**config.mk**
```make
export PLATFORM = sky130hd
export DESIGN_NAME = bitonic_sorter_unit
export DESIGN_NICKNAME = d
export VERILOG_FILES = /design/src/rtl/bsu_pkg.sv /design/src/rtl/bsu_front.sv /design/src/rtl/bsu_queue.sv /design/src/rtl/bsu_back.sv /design/src/rtl/bitonic_sorter_unit.sv
export SDC_FILE = /design/constraint.sdc
export NUM_CORES = 2
export LEC_CHECK = 0
export CORE_MARGIN = 4
export CORE_UTILIZATION = 45
export DETAILED_ROUTE_END_ITERATION = 7
export DONT_BUFFER_PORTS = 1
export PLACE_DENSITY = 0.66
export SLEW_MARGIN = 5
export SYNTH_ARGS = -nofsm -noshare
export SYNTH_HDL_FRONTEND = slang
export SYNTH_HIERARCHICAL = 1
export SYNTH_SLANG_ARGS = --single-unit
```
**constraint.sdc**
```tcl
create_clock -name clk -period 17.8 [get_ports clk]
set_input_delay 0.89 -clock clk [delete_from_list [all_inputs] [get_ports clk]]
set_output_delay 0.89 -clock clk [all_outputs]
set_load 0.1 [all_outputs]
```
**src/rtl/bsu_pkg.sv**
```systemverilog
package bsu_pkg;

  // Number of values in one set; must be a power of two from 2 to 64.
  localparam int SET_SIZE    = 16;
  localparam int IDX_W       = $clog2(SET_SIZE);
  // Holds a stage exponent from 0 up to IDX_W.
  localparam int STG_W       = $clog2(IDX_W + 1);
  // Bit-select width for an index vector of IDX_W bits.
  localparam int TB_W        = (IDX_W > 1) ? $clog2(IDX_W) : 1;
  localparam int VALUE_W     = 32;
  localparam int QUEUE_DEPTH = 4;
  localparam int QPTR_W      = $clog2(QUEUE_DEPTH);
  localparam int QCNT_W      = $clog2(QUEUE_DEPTH + 1);

  // One accepted value on its way from the front end to the sort engine.
  typedef struct packed {
    logic signed [VALUE_W-1:0] value;
    logic                      last;
    logic                      dir;
  } entry_t;

  typedef struct packed {
    logic full;
    logic empty;
  } q_status_t;

  typedef enum logic [1:0] {
    ST_LOAD,
    ST_SORT,
    ST_EMIT
  } back_state_t;

endpackage

```
**src/rtl/bsu_front.sv**
```systemverilog
module bsu_front (
  input  logic                                clk,
  input  logic                                rst_n,
  input  logic                                start,
  input  logic signed [bsu_pkg::VALUE_W-1:0]  in_element_value,
  input  logic                                cfg_wr_en,
  input  logic                                cfg_wr_data,
  input  bsu_pkg::q_status_t                  q_status,
  output logic                                busy,
  output logic                                push,
  output bsu_pkg::entry_t                     push_entry
);

  logic                       sort_ascending_r;
  logic [bsu_pkg::IDX_W-1:0]  loaded_count_r;
  logic [bsu_pkg::IDX_W-1:0]  loaded_count_nxt;
  logic                       is_last;

  // Stall the sender while the queue has no room
  assign busy = q_status.full;
  assign push = start && !busy;

  // Tag the value that completes a set, with the direction in force now
  assign is_last = (loaded_count_r == bsu_pkg::IDX_W'(bsu_pkg::SET_SIZE - 1));

  always_comb begin
    push_entry.value = in_element_value;
    push_entry.last  = is_last;
    push_entry.dir   = sort_ascending_r;
  end

  // Advance the fill count per transaction and wrap at the set size
  always_comb begin
    loaded_count_nxt = loaded_count_r;
    if (push) begin
      loaded_count_nxt = is_last ? '0 : loaded_count_r + bsu_pkg::IDX_W'(1);
    end
  end

  always_ff @(posedge clk) begin
    if (!rst_n) begin
      loaded_count_r   <= '0;
      sort_ascending_r <= 1'b1;
    end else begin
      loaded_count_r <= loaded_count_nxt;
      if (cfg_wr_en) begin
        sort_ascending_r <= cfg_wr_data;
      end
    end
  end

endmodule

```
**src/rtl/bsu_queue.sv**
```systemverilog
module bsu_queue (
  input  logic                clk,
  input  logic                rst_n,
  input  logic                push,
  input  bsu_pkg::entry_t     push_entry,
  input  logic                pop,
  output bsu_pkg::entry_t     head,
  output bsu_pkg::q_status_t  status
);

  bsu_pkg::entry_t             slots_r [bsu_pkg::QUEUE_DEPTH];
  logic [bsu_pkg::QPTR_W-1:0]  wr_ptr_r;
  logic [bsu_pkg::QPTR_W-1:0]  rd_ptr_r;
  logic [bsu_pkg::QCNT_W-1:0]  count_r;
  logic                        do_push;
  logic                        do_pop;

  assign status.full  = (count_r == bsu_pkg::QCNT_W'(bsu_pkg::QUEUE_DEPTH));
  assign status.empty = (count_r == '0);
  assign do_push      = push && !status.full;
  assign do_pop       = pop && !status.empty;
  assign head         = slots_r[rd_ptr_r];

  // Store the pushed entry
  always_ff @(posedge clk) begin
    if (do_push) begin
      slots_r[wr_ptr_r] <= push_entry;
    end
  end

  // Advance pointers and occupancy
  always_ff @(posedge clk) begin
    if (!rst_n) begin
      wr_ptr_r <= '0;
      rd_ptr_r <= '0;
      count_r  <= '0;
    end else begin
      if (do_push) begin
        wr_ptr_r <= wr_ptr_r + bsu_pkg::QPTR_W'(1);
      end
      if (do_pop) begin
        rd_ptr_r <= rd_ptr_r + bsu_pkg::QPTR_W'(1);
      end
      if (do_push && !do_pop) begin
        count_r <= count_r + bsu_pkg::QCNT_W'(1);
      end else if (do_pop && !do_push) begin
        count_r <= count_r - bsu_pkg::QCNT_W'(1);
      end
    end
  end

endmodule

```
**src/rtl/bsu_back.sv**
```systemverilog
module bsu_back (
  input  logic                                clk,
  input  logic                                rst_n,
  input  bsu_pkg::entry_t                     head,
  input  bsu_pkg::q_status_t                  q_status,
  output logic                                pop,
  output logic                                out_strobe,
  output logic signed [bsu_pkg::VALUE_W-1:0]  out_sorted_value,
  output logic                                out_last_of_run
);

  bsu_pkg::back_state_t               state_r, state_nxt;
  logic signed [bsu_pkg::VALUE_W-1:0] cells_r    [bsu_pkg::SET_SIZE];
  logic signed [bsu_pkg::VALUE_W-1:0] cells_nxt  [bsu_pkg::SET_SIZE];
  logic signed [bsu_pkg::VALUE_W-1:0] stage_out  [bsu_pkg::SET_SIZE];
  logic [bsu_pkg::STG_W-1:0]          blk_r, blk_nxt;
  logic [bsu_pkg::STG_W-1:0]          dist_r, dist_nxt;
  logic [bsu_pkg::IDX_W-1:0]          emit_cnt_r, emit_cnt_nxt;
  logic                               dir_r, dir_nxt;
  logic                               strobe_r, strobe_nxt;
  logic signed [bsu_pkg::VALUE_W-1:0] value_r, value_nxt;
  logic                               last_r, last_nxt;

  assign out_strobe       = strobe_r;
  assign out_sorted_value = value_r;
  assign out_last_of_run  = last_r;

  // One compare-exchange stage across the whole row: block size 2^blk, distance 2^dist
  always_comb begin
    logic [bsu_pkg::IDX_W-1:0]          pos;
    logic [bsu_pkg::IDX_W-1:0]          mate;
    logic                               lower;
    logic                               asc;
    logic                               gt;
    logic signed [bsu_pkg::VALUE_W-1:0] own;
    logic signed [bsu_pkg::VALUE_W-1:0] other;
    for (int i = 0; i < bsu_pkg::SET_SIZE; i++) begin
      pos   = bsu_pkg::IDX_W'(i);
      mate  = pos ^ (bsu_pkg::IDX_W'(1) << dist_r);
      lower = !pos[dist_r[bsu_pkg::TB_W-1:0]];
      // Final merge follows the register; inner blocks alternate up and down
      asc   = (blk_r == bsu_pkg::STG_W'(bsu_pkg::IDX_W)) ? dir_r
                                                         : !pos[blk_r[bsu_pkg::TB_W-1:0]];
      own   = cells_r[i];
      other = cells_r[mate];
      gt    = lower ? (own > other) : (other > own);
      stage_out[i] = (asc == gt) ? other : own;
    end
  end

  // Sequence load, sort and emit
  always_comb begin
    state_nxt    = state_r;
    cells_nxt    = cells_r;
    blk_nxt      = blk_r;
    dist_nxt     = dist_r;
    emit_cnt_nxt = emit_cnt_r;
    dir_nxt      = dir_r;
    strobe_nxt   = 1'b0;
    value_nxt    = value_r;
    last_nxt     = last_r;
    pop          = 1'b0;
    case (state_r)
      bsu_pkg::ST_LOAD: begin
        // Shift each dequeued value in at the top of the row
        if (!q_status.empty) begin
          pop = 1'b1;
          for (int i = 0; i < bsu_pkg::SET_SIZE - 1; i++) begin
            cells_nxt[i] = cells_r[i+1];
          end
          cells_nxt[bsu_pkg::SET_SIZE-1] = head.value;
          if (head.last) begin
            dir_nxt   = head.dir;
            blk_nxt   = bsu_pkg::STG_W'(1);
            dist_nxt  = '0;
            state_nxt = bsu_pkg::ST_SORT;
          end
        end
      end
      bsu_pkg::ST_SORT: begin
        cells_nxt = stage_out;
        if (dist_r == '0) begin
          if (blk_r == bsu_pkg::STG_W'(bsu_pkg::IDX_W)) begin
            emit_cnt_nxt = '0;
            state_nxt    = bsu_pkg::ST_EMIT;
          end else begin
            blk_nxt  = blk_r + bsu_pkg::STG_W'(1);
            dist_nxt = blk_r;
          end
        end else begin
          dist_nxt = dist_r - bsu_pkg::STG_W'(1);
        end
      end
      bsu_pkg::ST_EMIT: begin
        // Drive the bottom cell out and shift the row down
        strobe_nxt = 1'b1;
        value_nxt  = cells_r[0];
        last_nxt   = (emit_cnt_r == bsu_pkg::IDX_W'(bsu_pkg::SET_SIZE - 1));
        for (int i = 0; i < bsu_pkg::SET_SIZE - 1; i++) begin
          cells_nxt[i] = cells_r[i+1];
        end
        emit_cnt_nxt = emit_cnt_r + bsu_pkg::IDX_W'(1);
        if (last_nxt) begin
          state_nxt = bsu_pkg::ST_LOAD;
        end
      end
      default: begin
        state_nxt = bsu_pkg::ST_LOAD;
      end
    endcase
  end

  always_ff @(posedge clk) begin
    if (!rst_n) begin
      state_r  <= bsu_pkg::ST_LOAD;
      strobe_r <= 1'b0;
    end else begin
      state_r  <= state_nxt;
      strobe_r <= strobe_nxt;
    end
  end

  // Hold payload and sequencing registers without reset
  always_ff @(posedge clk) begin
    cells_r    <= cells_nxt;
    blk_r      <= blk_nxt;
    dist_r     <= dist_nxt;
    emit_cnt_r <= emit_cnt_nxt;
    dir_r      <= dir_nxt;
    value_r    <= value_nxt;
    last_r     <= last_nxt;
  end

endmodule

```
**src/rtl/bitonic_sorter_unit.sv**
```systemverilog
// Bitonic sorter unit.
// Input: a transaction is taken when start is high and busy is low; each
// carries one signed 32-bit value. Every SET_SIZE values form one set.
// Configuration: cfg_wr_en writes cfg_wr_data into the direction bit
// (1 smallest first, 0 largest first); the bit is tagged onto the value
// that completes a set. Reset sets it to ascending.
// Output: out_strobe marks each of the SET_SIZE sorted values for one cycle;
// out_last_of_run flags the final value of the set. The receiver cannot
// stall, so results simply stream out one per cycle.
// Timing: values pass through a four-entry queue into a row of compare
// cells, loading one per cycle while the queue holds a value. The network
// then runs one stage per cycle, log2(N)*(log2(N)+1)/2 stages (10 for
// N = 16), and then shifts the sorted values out. The queue keeps taking
// values of the next set while the row is sorting or emitting; busy rises
// once the queue fills.
// Reset: rst_n (synchronous, active low) empties the queue, clears the fill
// count and returns the row to loading.
module bitonic_sorter_unit (
  input  logic                                clk,
  input  logic                                rst_n,
  input  logic                                start,
  output logic                                busy,
  input  logic signed [bsu_pkg::VALUE_W-1:0]  in_element_value,
  input  logic                                cfg_wr_en,
  input  logic                                cfg_wr_data,
  output logic                                out_strobe,
  output logic signed [bsu_pkg::VALUE_W-1:0]  out_sorted_value,
  output logic                                out_last_of_run
);

  bsu_pkg::q_status_t q_status;
  bsu_pkg::entry_t    push_entry;
  bsu_pkg::entry_t    head;
  logic               push;
  logic               pop;

  bsu_front u_front (
    .clk              (clk),
    .rst_n            (rst_n),
    .start            (start),
    .in_element_value (in_element_value),
    .cfg_wr_en        (cfg_wr_en),
    .cfg_wr_data      (cfg_wr_data),
    .q_status         (q_status),
    .busy             (busy),
    .push             (push),
    .push_entry       (push_entry)
  );

  bsu_queue u_queue (
    .clk        (clk),
    .rst_n      (rst_n),
    .push       (push),
    .push_entry (push_entry),
    .pop        (pop),
    .head       (head),
    .status     (q_status)
  );

  bsu_back u_back (
    .clk              (clk),
    .rst_n            (rst_n),
    .head             (head),
    .q_status         (q_status),
    .pop              (pop),
    .out_strobe       (out_strobe),
    .out_sorted_value (out_sorted_value),
    .out_last_of_run  (out_last_of_run)
  );

endmodule

```
Word level (Yosys, flattened, before mapping)
Memories as Yosys holds them, arrays and structs flattened. A register that Yosys moved wholly into a read port is not among the register bits.
Cells that the tools add are included.
{"block": "classes", "add_sub_neg": 8, "n_lt_le_gt_ge": 50, "eq_ne": 45, "shift": 1, "n_mux": 192, "bitwise_logic": 32, "n_reduce_logical": 53}
{"cell": "binary-select mux 32 bit (select 4 bit)", "count": 16}
{"cell": "two-way mux 32 bit", "count": 48}
{"cell": "one-hot mux 480 bit (3 select lines)", "count": 1}
{"cell": "> comparator 32 bit", "count": 32}
{"cell": "two-way mux 512 bit", "count": 1}
{"cell": ">= comparator 5 bit, second input constant", "count": 16}
{"cell": "NOT 4 -> 5 bit", "count": 16}
{"cell": "two-way mux 1 bit", "count": 69}
{"cell": "binary-select mux 1 bit (select 2 bit)", "count": 32}
{"cell": "one-hot mux 32 bit (2 select lines)", "count": 1}
{"cell": "AND reduction 3 bit", "count": 18}
{"cell": "inequality test 2 x 1 -> 1 bit, second input constant", "count": 19}
{"cell": "two-way mux 3 bit", "count": 10}
{"cell": "logical NOT 1 bit", "count": 20}
{"cell": "equality test 1 bit", "count": 16}
{"cell": "two-way mux 2 bit", "count": 7}
{"cell": "two-way mux 4 bit", "count": 3}
{"cell": "NOT 2 bit", "count": 6}
{"cell": "NOT 3 bit", "count": 4}
{"cell": "one-hot mux 3 bit (2 select lines)", "count": 2}
{"cell": "AND reduction 5 bit", "count": 2}
{"cell": "adder 4 x 1 -> 4 bit, second input constant", "count": 2}
{"cell": "equality test 4 bit, second input constant", "count": 2}
{"cell": "one-hot mux 4 bit (2 select lines)", "count": 1}
{"cell": "other kinds (19)", "count": 37}
{"block": "word_totals", "register_bits": 571, "ram_bits": 136, "out_inout_bits": 35, "elab_cells": 411, "n_memories": 1}
{"name": "u_queue.slots_r", "depth": 4, "word_bits": 34, "rd": 1, "rd_ports_with_merged_regs": 1, "write_ports": 1, "line_no": "bsu_queue.sv:11", "rtl": "bsu_pkg::entry_t slots_r [bsu_pkg::QUEUE_DEPTH];"}

Longest topological paths before layout
{"block": "depth", "word_depth": 11, "ltp_mapped": 22}

Modules after synthesis
Netlist, hierarchy kept.
{"mod": "bsu_back", "n_inst": 1, "cells_each": 6570, "area_each_um2": 57076.0, "seq_area_each_um2": 16756.1}
{"mod": "bsu_queue", "n_inst": 1, "cells_each": 226, "area_each_um2": 5444.0, "seq_area_each_um2": 4264.1}
{"mod": "bsu_front", "n_inst": 1, "cells_each": 60, "area_each_um2": 499.2, "seq_area_each_um2": 100.1}

Worst setup path after synthesis
No wires, ideal clock.
{"block": "synth_timing", "path_kind": "register -> register", "from": "register u_back/dist_r[1] in the netlist's numbering", "to": "register u_back/cells_r[352] in the netlist's numbering, enable pin", "setup_ps": 470, "arrival_ps": 6340, "required_ps": 17330, "slack_ps": 10989, "path_stages_with_launch": 22, "n_path_buf": 4, "cell_sequence": "edfxtp_1 inv_1 ha_1 nor2b_1 buf_2 buf_2 buf_2 buf_2 nor2_1 a21oi_1 mux2i_1 mux2i_1 mux2i_1 ha_1 nand4_1 nor4_1 nand2_1 o211ai_1 nor2_1 mux2i_1 and4_1 a211oi_1"}
{"block": "synth_between", "elab_chain_cells": 11, "elab_cells_between_ends": 14}
{"item": "from (decl)", "line_no": "bsu_back.sv:17", "rtl": "logic [bsu_pkg::STG_W-1:0] dist_r, dist_nxt;"}
{"item": "from (signal assigned)", "line_no": "bsu_back.sv:127", "rtl": "dist_r <= dist_nxt;"}
{"item": "left shift 1 x 3 -> 4 bit", "line_no": "bsu_back.sv:39", "rtl": "mate = pos ^ (bsu_pkg::IDX_W'(1) << dist_r);"}
{"item": "NOT 1 bit (no line)"}
{"item": "NOT 4 -> 5 bit (not written as such)", "line_no": "bsu_back.sv:45", "rtl": "other = cells_r[mate];"}
{"item": "binary-select mux 32 bit (select 4 bit)", "line_no": "bsu_back.sv:45"}
{"item": "two-way mux 32 bit (not written as such) (2 in series)", "line_no": "bsu_back.sv:45"}
{"item": "> comparator 32 bit", "line_no": "bsu_back.sv:46", "rtl": "gt = lower ? (own > other) : (other > own);"}
{"item": "two-way mux 1 bit (*)", "line_no": "bsu_back.sv:46"}
{"item": "equality test 1 bit (*)", "line_no": "bsu_back.sv:47", "rtl": "stage_out[i] = (asc == gt) ? other : own;"}
{"item": "inequality test 2 x 1 -> 1 bit (no line) (*)"}
{"item": "AND reduction 3 bit (no line) (*)"}
{"item": "to (signal assigned)", "line_no": "bsu_back.sv:125", "rtl": "cells_r <= cells_nxt;"}
{"item": "to (decl)", "line_no": "bsu_back.sv:13", "rtl": "logic signed [bsu_pkg::VALUE_W-1:0] cells_r [bsu_pkg::SET_SIZE];"}
Every way passes the cells marked *; elsewhere a longest branch is shown, timed or not. The select of a mux whose other input is x is not followed.
A chain may end at the register's enable or synchronous reset.

Worst setup path after layout
{"block": "layout_timing", "from": "register u_back/dist_r[1] in the netlist's numbering", "to": "register u_back/cells_r[393] in the netlist's numbering, enable pin"}
{"block": "layout_between", "elab_chain_cells": 11, "elab_cells_between_ends": 14}
{"item": "left shift 1 x 3 -> 4 bit", "line_no": "bsu_back.sv:39"}
{"item": "NOT 2 bit (no line)"}
{"item": "NOT 4 -> 5 bit (not written as such)", "line_no": "bsu_back.sv:45"}
{"item": "binary-select mux 32 bit (select 4 bit)", "line_no": "bsu_back.sv:45"}
{"item": "two-way mux 32 bit (not written as such) (2 in series)", "line_no": "bsu_back.sv:45"}
{"item": "> comparator 32 bit", "line_no": "bsu_back.sv:46"}
{"item": "two-way mux 1 bit (*)", "line_no": "bsu_back.sv:46"}
{"item": "equality test 1 bit (*)", "line_no": "bsu_back.sv:47"}
{"item": "inequality test 2 x 1 -> 1 bit (no line) (*)"}
{"item": "AND reduction 3 bit (no line) (*)"}
Marks and branches as above.

==> metrics.txt <==
depth of the CTS H-tree=3; post-synth top area cell=sky130_fd_sc_hd__edfxtp_1; wire length of the first global-routing pass=335.1 mm; count of hold-fix buffers inserted at cts=0; Worst Setup End Kind=flop; fmax=101.4 MHz; transition time of the tightest slew-check pin=1.452 ns; detailed-router iteration count before antenna repair=7; post-synth top area share=32.97%; clock transition at the registers of the reported paths=0.06 ns; First DRT Iteration DRCs=7679; sum of overflow across all layers after global routing=0; detailed-route DRC error count=0; number of unique standard cell types used by synthesis=75; Req. time, crit path=18.14 ns; number of nets at the end of the flow=7126; global placer's final weighted congestion=1.029; GRT Util Overall=30.59%; setup skew after layout=0.04149 ns; Max Cap Violations=1; count of mapped cells out of synthesis=6856; Synth async-reset ratio=0%; Std-Cell Rows=137; HPWL after detailed placement=171.8 mm; number of buffers on the longest clock path=3; number of clock buffers inserted by TritonCTS=89; total wire length=232.0 mm; clock sink count=709; Synth Cell Area=63020 µm²; area of the placeable core=139400 µm²; share of the yosys chip area belonging to registers=33.51%; TNS Setup=0 ns; post-detailed-route wirelength per cell=27.29 µm; post-DR vias/cell=6.224; antenna violations before repair=9; Warnings, synthesis=6; average size of a mapped cell=9.192 µm²; count of buffers from port buffering=0; Syn Nets=7426; largest net degree at the start of global routing=243; Pins Over Slew Limit=0; CTS Root Cell=sky130_fd_sc_hd__clkbuf_16; WS Path Type=flop to flop; setup repair after global routing missed its margin=no; source-to-sink clock delay at the later pin of the worst-skew pair=0.75 ns; clock tree from TritonCTS=done; effective utilization at floorplan=45.22%; number of hold violations in the final report=0; violated checks=max-capacitance violations; status=finished, violations left; synth top area cells=sky130_fd_sc_hd__edfxtp_1 33%, sky130_fd_sc_hd__mux2i_1 25%, sky130_fd_sc_hd__ha_1 11%, sky130_fd_sc_hd__a21oi_1 5.2%, sky130_fd_sc_hd__o21ai_0 4.4%; setup bufs post-CTS=0; biggest fanout along the worst timing path=229; Detail Route Antenna Nets=0; Area growth syn-to-layout=6.341%; die height=382.2 µm; flip-flop cell with the highest count after synthesis=sky130_fd_sc_hd__edfxtp_1; arrival time of the worst setup path=10.20 ns; total vias in the final route=52920; remaining max-slew budget at the tightest pin=2.337%; post_cts resized=0; element type at the critical path start=flop; final setup fails=0; top-level I/O count=72; die area=146100 µm²; share of the clock period used by the worst path=55.39%; number of enable flip-flop cells after synthesis=692; number of global-route vias before repair=49790; number of storage elements in the synthesis netlist=709; Worst Hold Class=input pin to flop; share of cells above drive strength 1=4.151%; floorplan die width=382.2 µm; shortest clock period the worst path allows after layout=9.860 ns
-- final timing paths --
| kind | startpoint | endpoint | slack (ns) | cells past startpoint |
|---|---|---|---|---|
| max reg2reg | u_back/dist_r[1] | u_back/cells_r[393] | 7.94 | 21 |
| min reg2reg | u_back/cells_r[491] | u_back/out_sorted_value[11] | 0.49 | 0 |
| max | u_back/dist_r[1] | u_back/cells_r[393] | 7.94 | 21 |
| min | rst_n | u_front/sort_ascending_r | 0.22 | 1 |
-- cell families (layout without fill, tap and decap cells) --
| group | after synthesis | after routing | synth area share, % |
|---|---|---|---|
| flip-flops | 709 | 709 | 33.51 |
| XOR/XNOR | 27 | 27 | 0.3753 |
| AND/OR/NAND/NOR | 1557 | 1557 | 10.36 |
| buffers and inverters | 989 | 758 | 6.510 |
| adder cells (fa/ha/maj) | 533 | 533 | 10.59 |
| other | 0 | 2 | 0 |
| AO/OA/AOI/OAI | 1448 | 1448 | 12.55 |
| multiplexers | 1593 | 1593 | 26.09 |
-- placed cells by master, fill, tap and decap left out, drive strengths merged, types with 8 or more instances in the layout --
cell type	netlist	layout
nor4	15	15
mux4	38	38
a2111oi	9	9
nor2	580	580
mux2i	1550	1550
and4	11	11
a31oi	12	12
inv	532	537
nor2b	32	32
bufinv	0	8
nand2b	15	15
buf	247	66
clkbuf	209	104
dfxtp	17	17
clkinv	0	38
nand2	694	694
nor3	27	27
and3	14	14
o21a	14	14
edfxtp	692	692
xnor2	13	13
a211oi	31	31
o21ai	556	556
a21o	85	85
xor2	14	14
nand4	91	91
o211ai	22	22
and2	14	14
nand3	45	45
a21oi	658	658
o31ai	8	8
ha	532	532
-- flip-flops by register name, summed over array words and instances (netlist names), named ones only --
register,flops
u_back/blk_r,3
u_queue/wr_ptr_r,2
u_back/emit_cnt_r,4
u_back/state_r,2
u_back/cells_r,512
u_queue/rd_ptr_r,2
u_queue/slots_r,136
u_back/out_sorted_value,32
u_back/dist_r,3
u_front/sort_ascending_r,1
u_back/dir_r,1
u_back/out_last_of_run,1
u_front/loaded_count_r,4
u_queue/count_r,3
u_back/out_strobe,1
-- per-layer routing --
| metal | wire [µm] | vias to the layer above | global-route usage (%) |
|---|---|---|---|
| met5 | 62 | - | 0 |
| met4 | 11450 | 8 | 13.32 |
| met3 | 28660 | 523 | 9.005 |
| met2 | 95650 | 2989 | 44.23 |
| met1 | 96190 | 25310 | 42.36 |
| li1 | - | 24090 | - |
-- critical path, stage by stage (launching register included) --
cell	delay (ns)
sky130_fd_sc_hd__edfxtp_1	0.50
sky130_fd_sc_hd__inv_1	0.23
sky130_fd_sc_hd__ha_1	0.35
sky130_fd_sc_hd__nor2b_4	0.26
sky130_fd_sc_hd__buf_12	0.68
sky130_fd_sc_hd__buf_4	0.90
sky130_fd_sc_hd__nor2_1	0.09
sky130_fd_sc_hd__a21oi_1	0.22
sky130_fd_sc_hd__mux2i_1	0.15
sky130_fd_sc_hd__mux2i_1	0.25
sky130_fd_sc_hd__mux2i_1	0.19
sky130_fd_sc_hd__ha_1	0.43
sky130_fd_sc_hd__nand4_1	0.24
sky130_fd_sc_hd__nor2_1	0.74
sky130_fd_sc_hd__nand3_1	0.42
sky130_fd_sc_hd__nor4_1	1.28
sky130_fd_sc_hd__a2111oi_2	0.22
sky130_fd_sc_hd__mux2i_1	0.32
sky130_fd_sc_hd__mux2i_1	0.29
sky130_fd_sc_hd__xor2_1	0.15
sky130_fd_sc_hd__a21oi_4	0.55
sky130_fd_sc_hd__buf_4	0.68
-- area by class of cell --
type | count | area [µm²]
sequential | 709 | 21120
clock inverter | 56 | 571.8
antenna | 2 | 5.005
tap | 1876 | 2347
fill | 13060 | 72340
clock buffer | 104 | 2293
multi-input combinational | 5158 | 38020
inverter | 532 | 1997
timing repair buffer | 66 | 658.1
-- synth_stat cells (all sizes together), types with 5 or more instances --
cell type	number
nand3	45
mux4	38
ha	532
nand2b	15
nand2	694
a31oi	12
nand4	91
nor3	27
a211oi	31
edfxtp	692
o21ai	556
nand3b	5
and4	11
and2	14
a221o	5
clkbuf	209
a2111oi	9
o31ai	8
o21a	14
xor2	14
a21oi	658
o211ai	22
dfxtp	17
mux2i	1550
buf	247
xnor2	13
and3	14
mux2	5
nor2	580
nor2b	32
a21o	85
or3	5
inv	532
nor4	15
-- through the flow --
step,worst slack [ns],util (%),instance area (µm²),hold WS (ns),instances
after global placement,8.465,46.03,64150,0.4689,8341
after global routing,7.951,48.08,67010,0.1978,8501
final,7.940,48.09,67020,0.2174,8503
after floorplan,10.99,-,63020,0.4415,6856
after CTS,8.309,48.08,67010,0.1623,8501
after detailed placement,8.377,46.03,64150,0.4787,8341
Power is left out: the tool's default activity adds up to more than one toggle a clock period on the data nets, which glitch-free logic cannot reach.
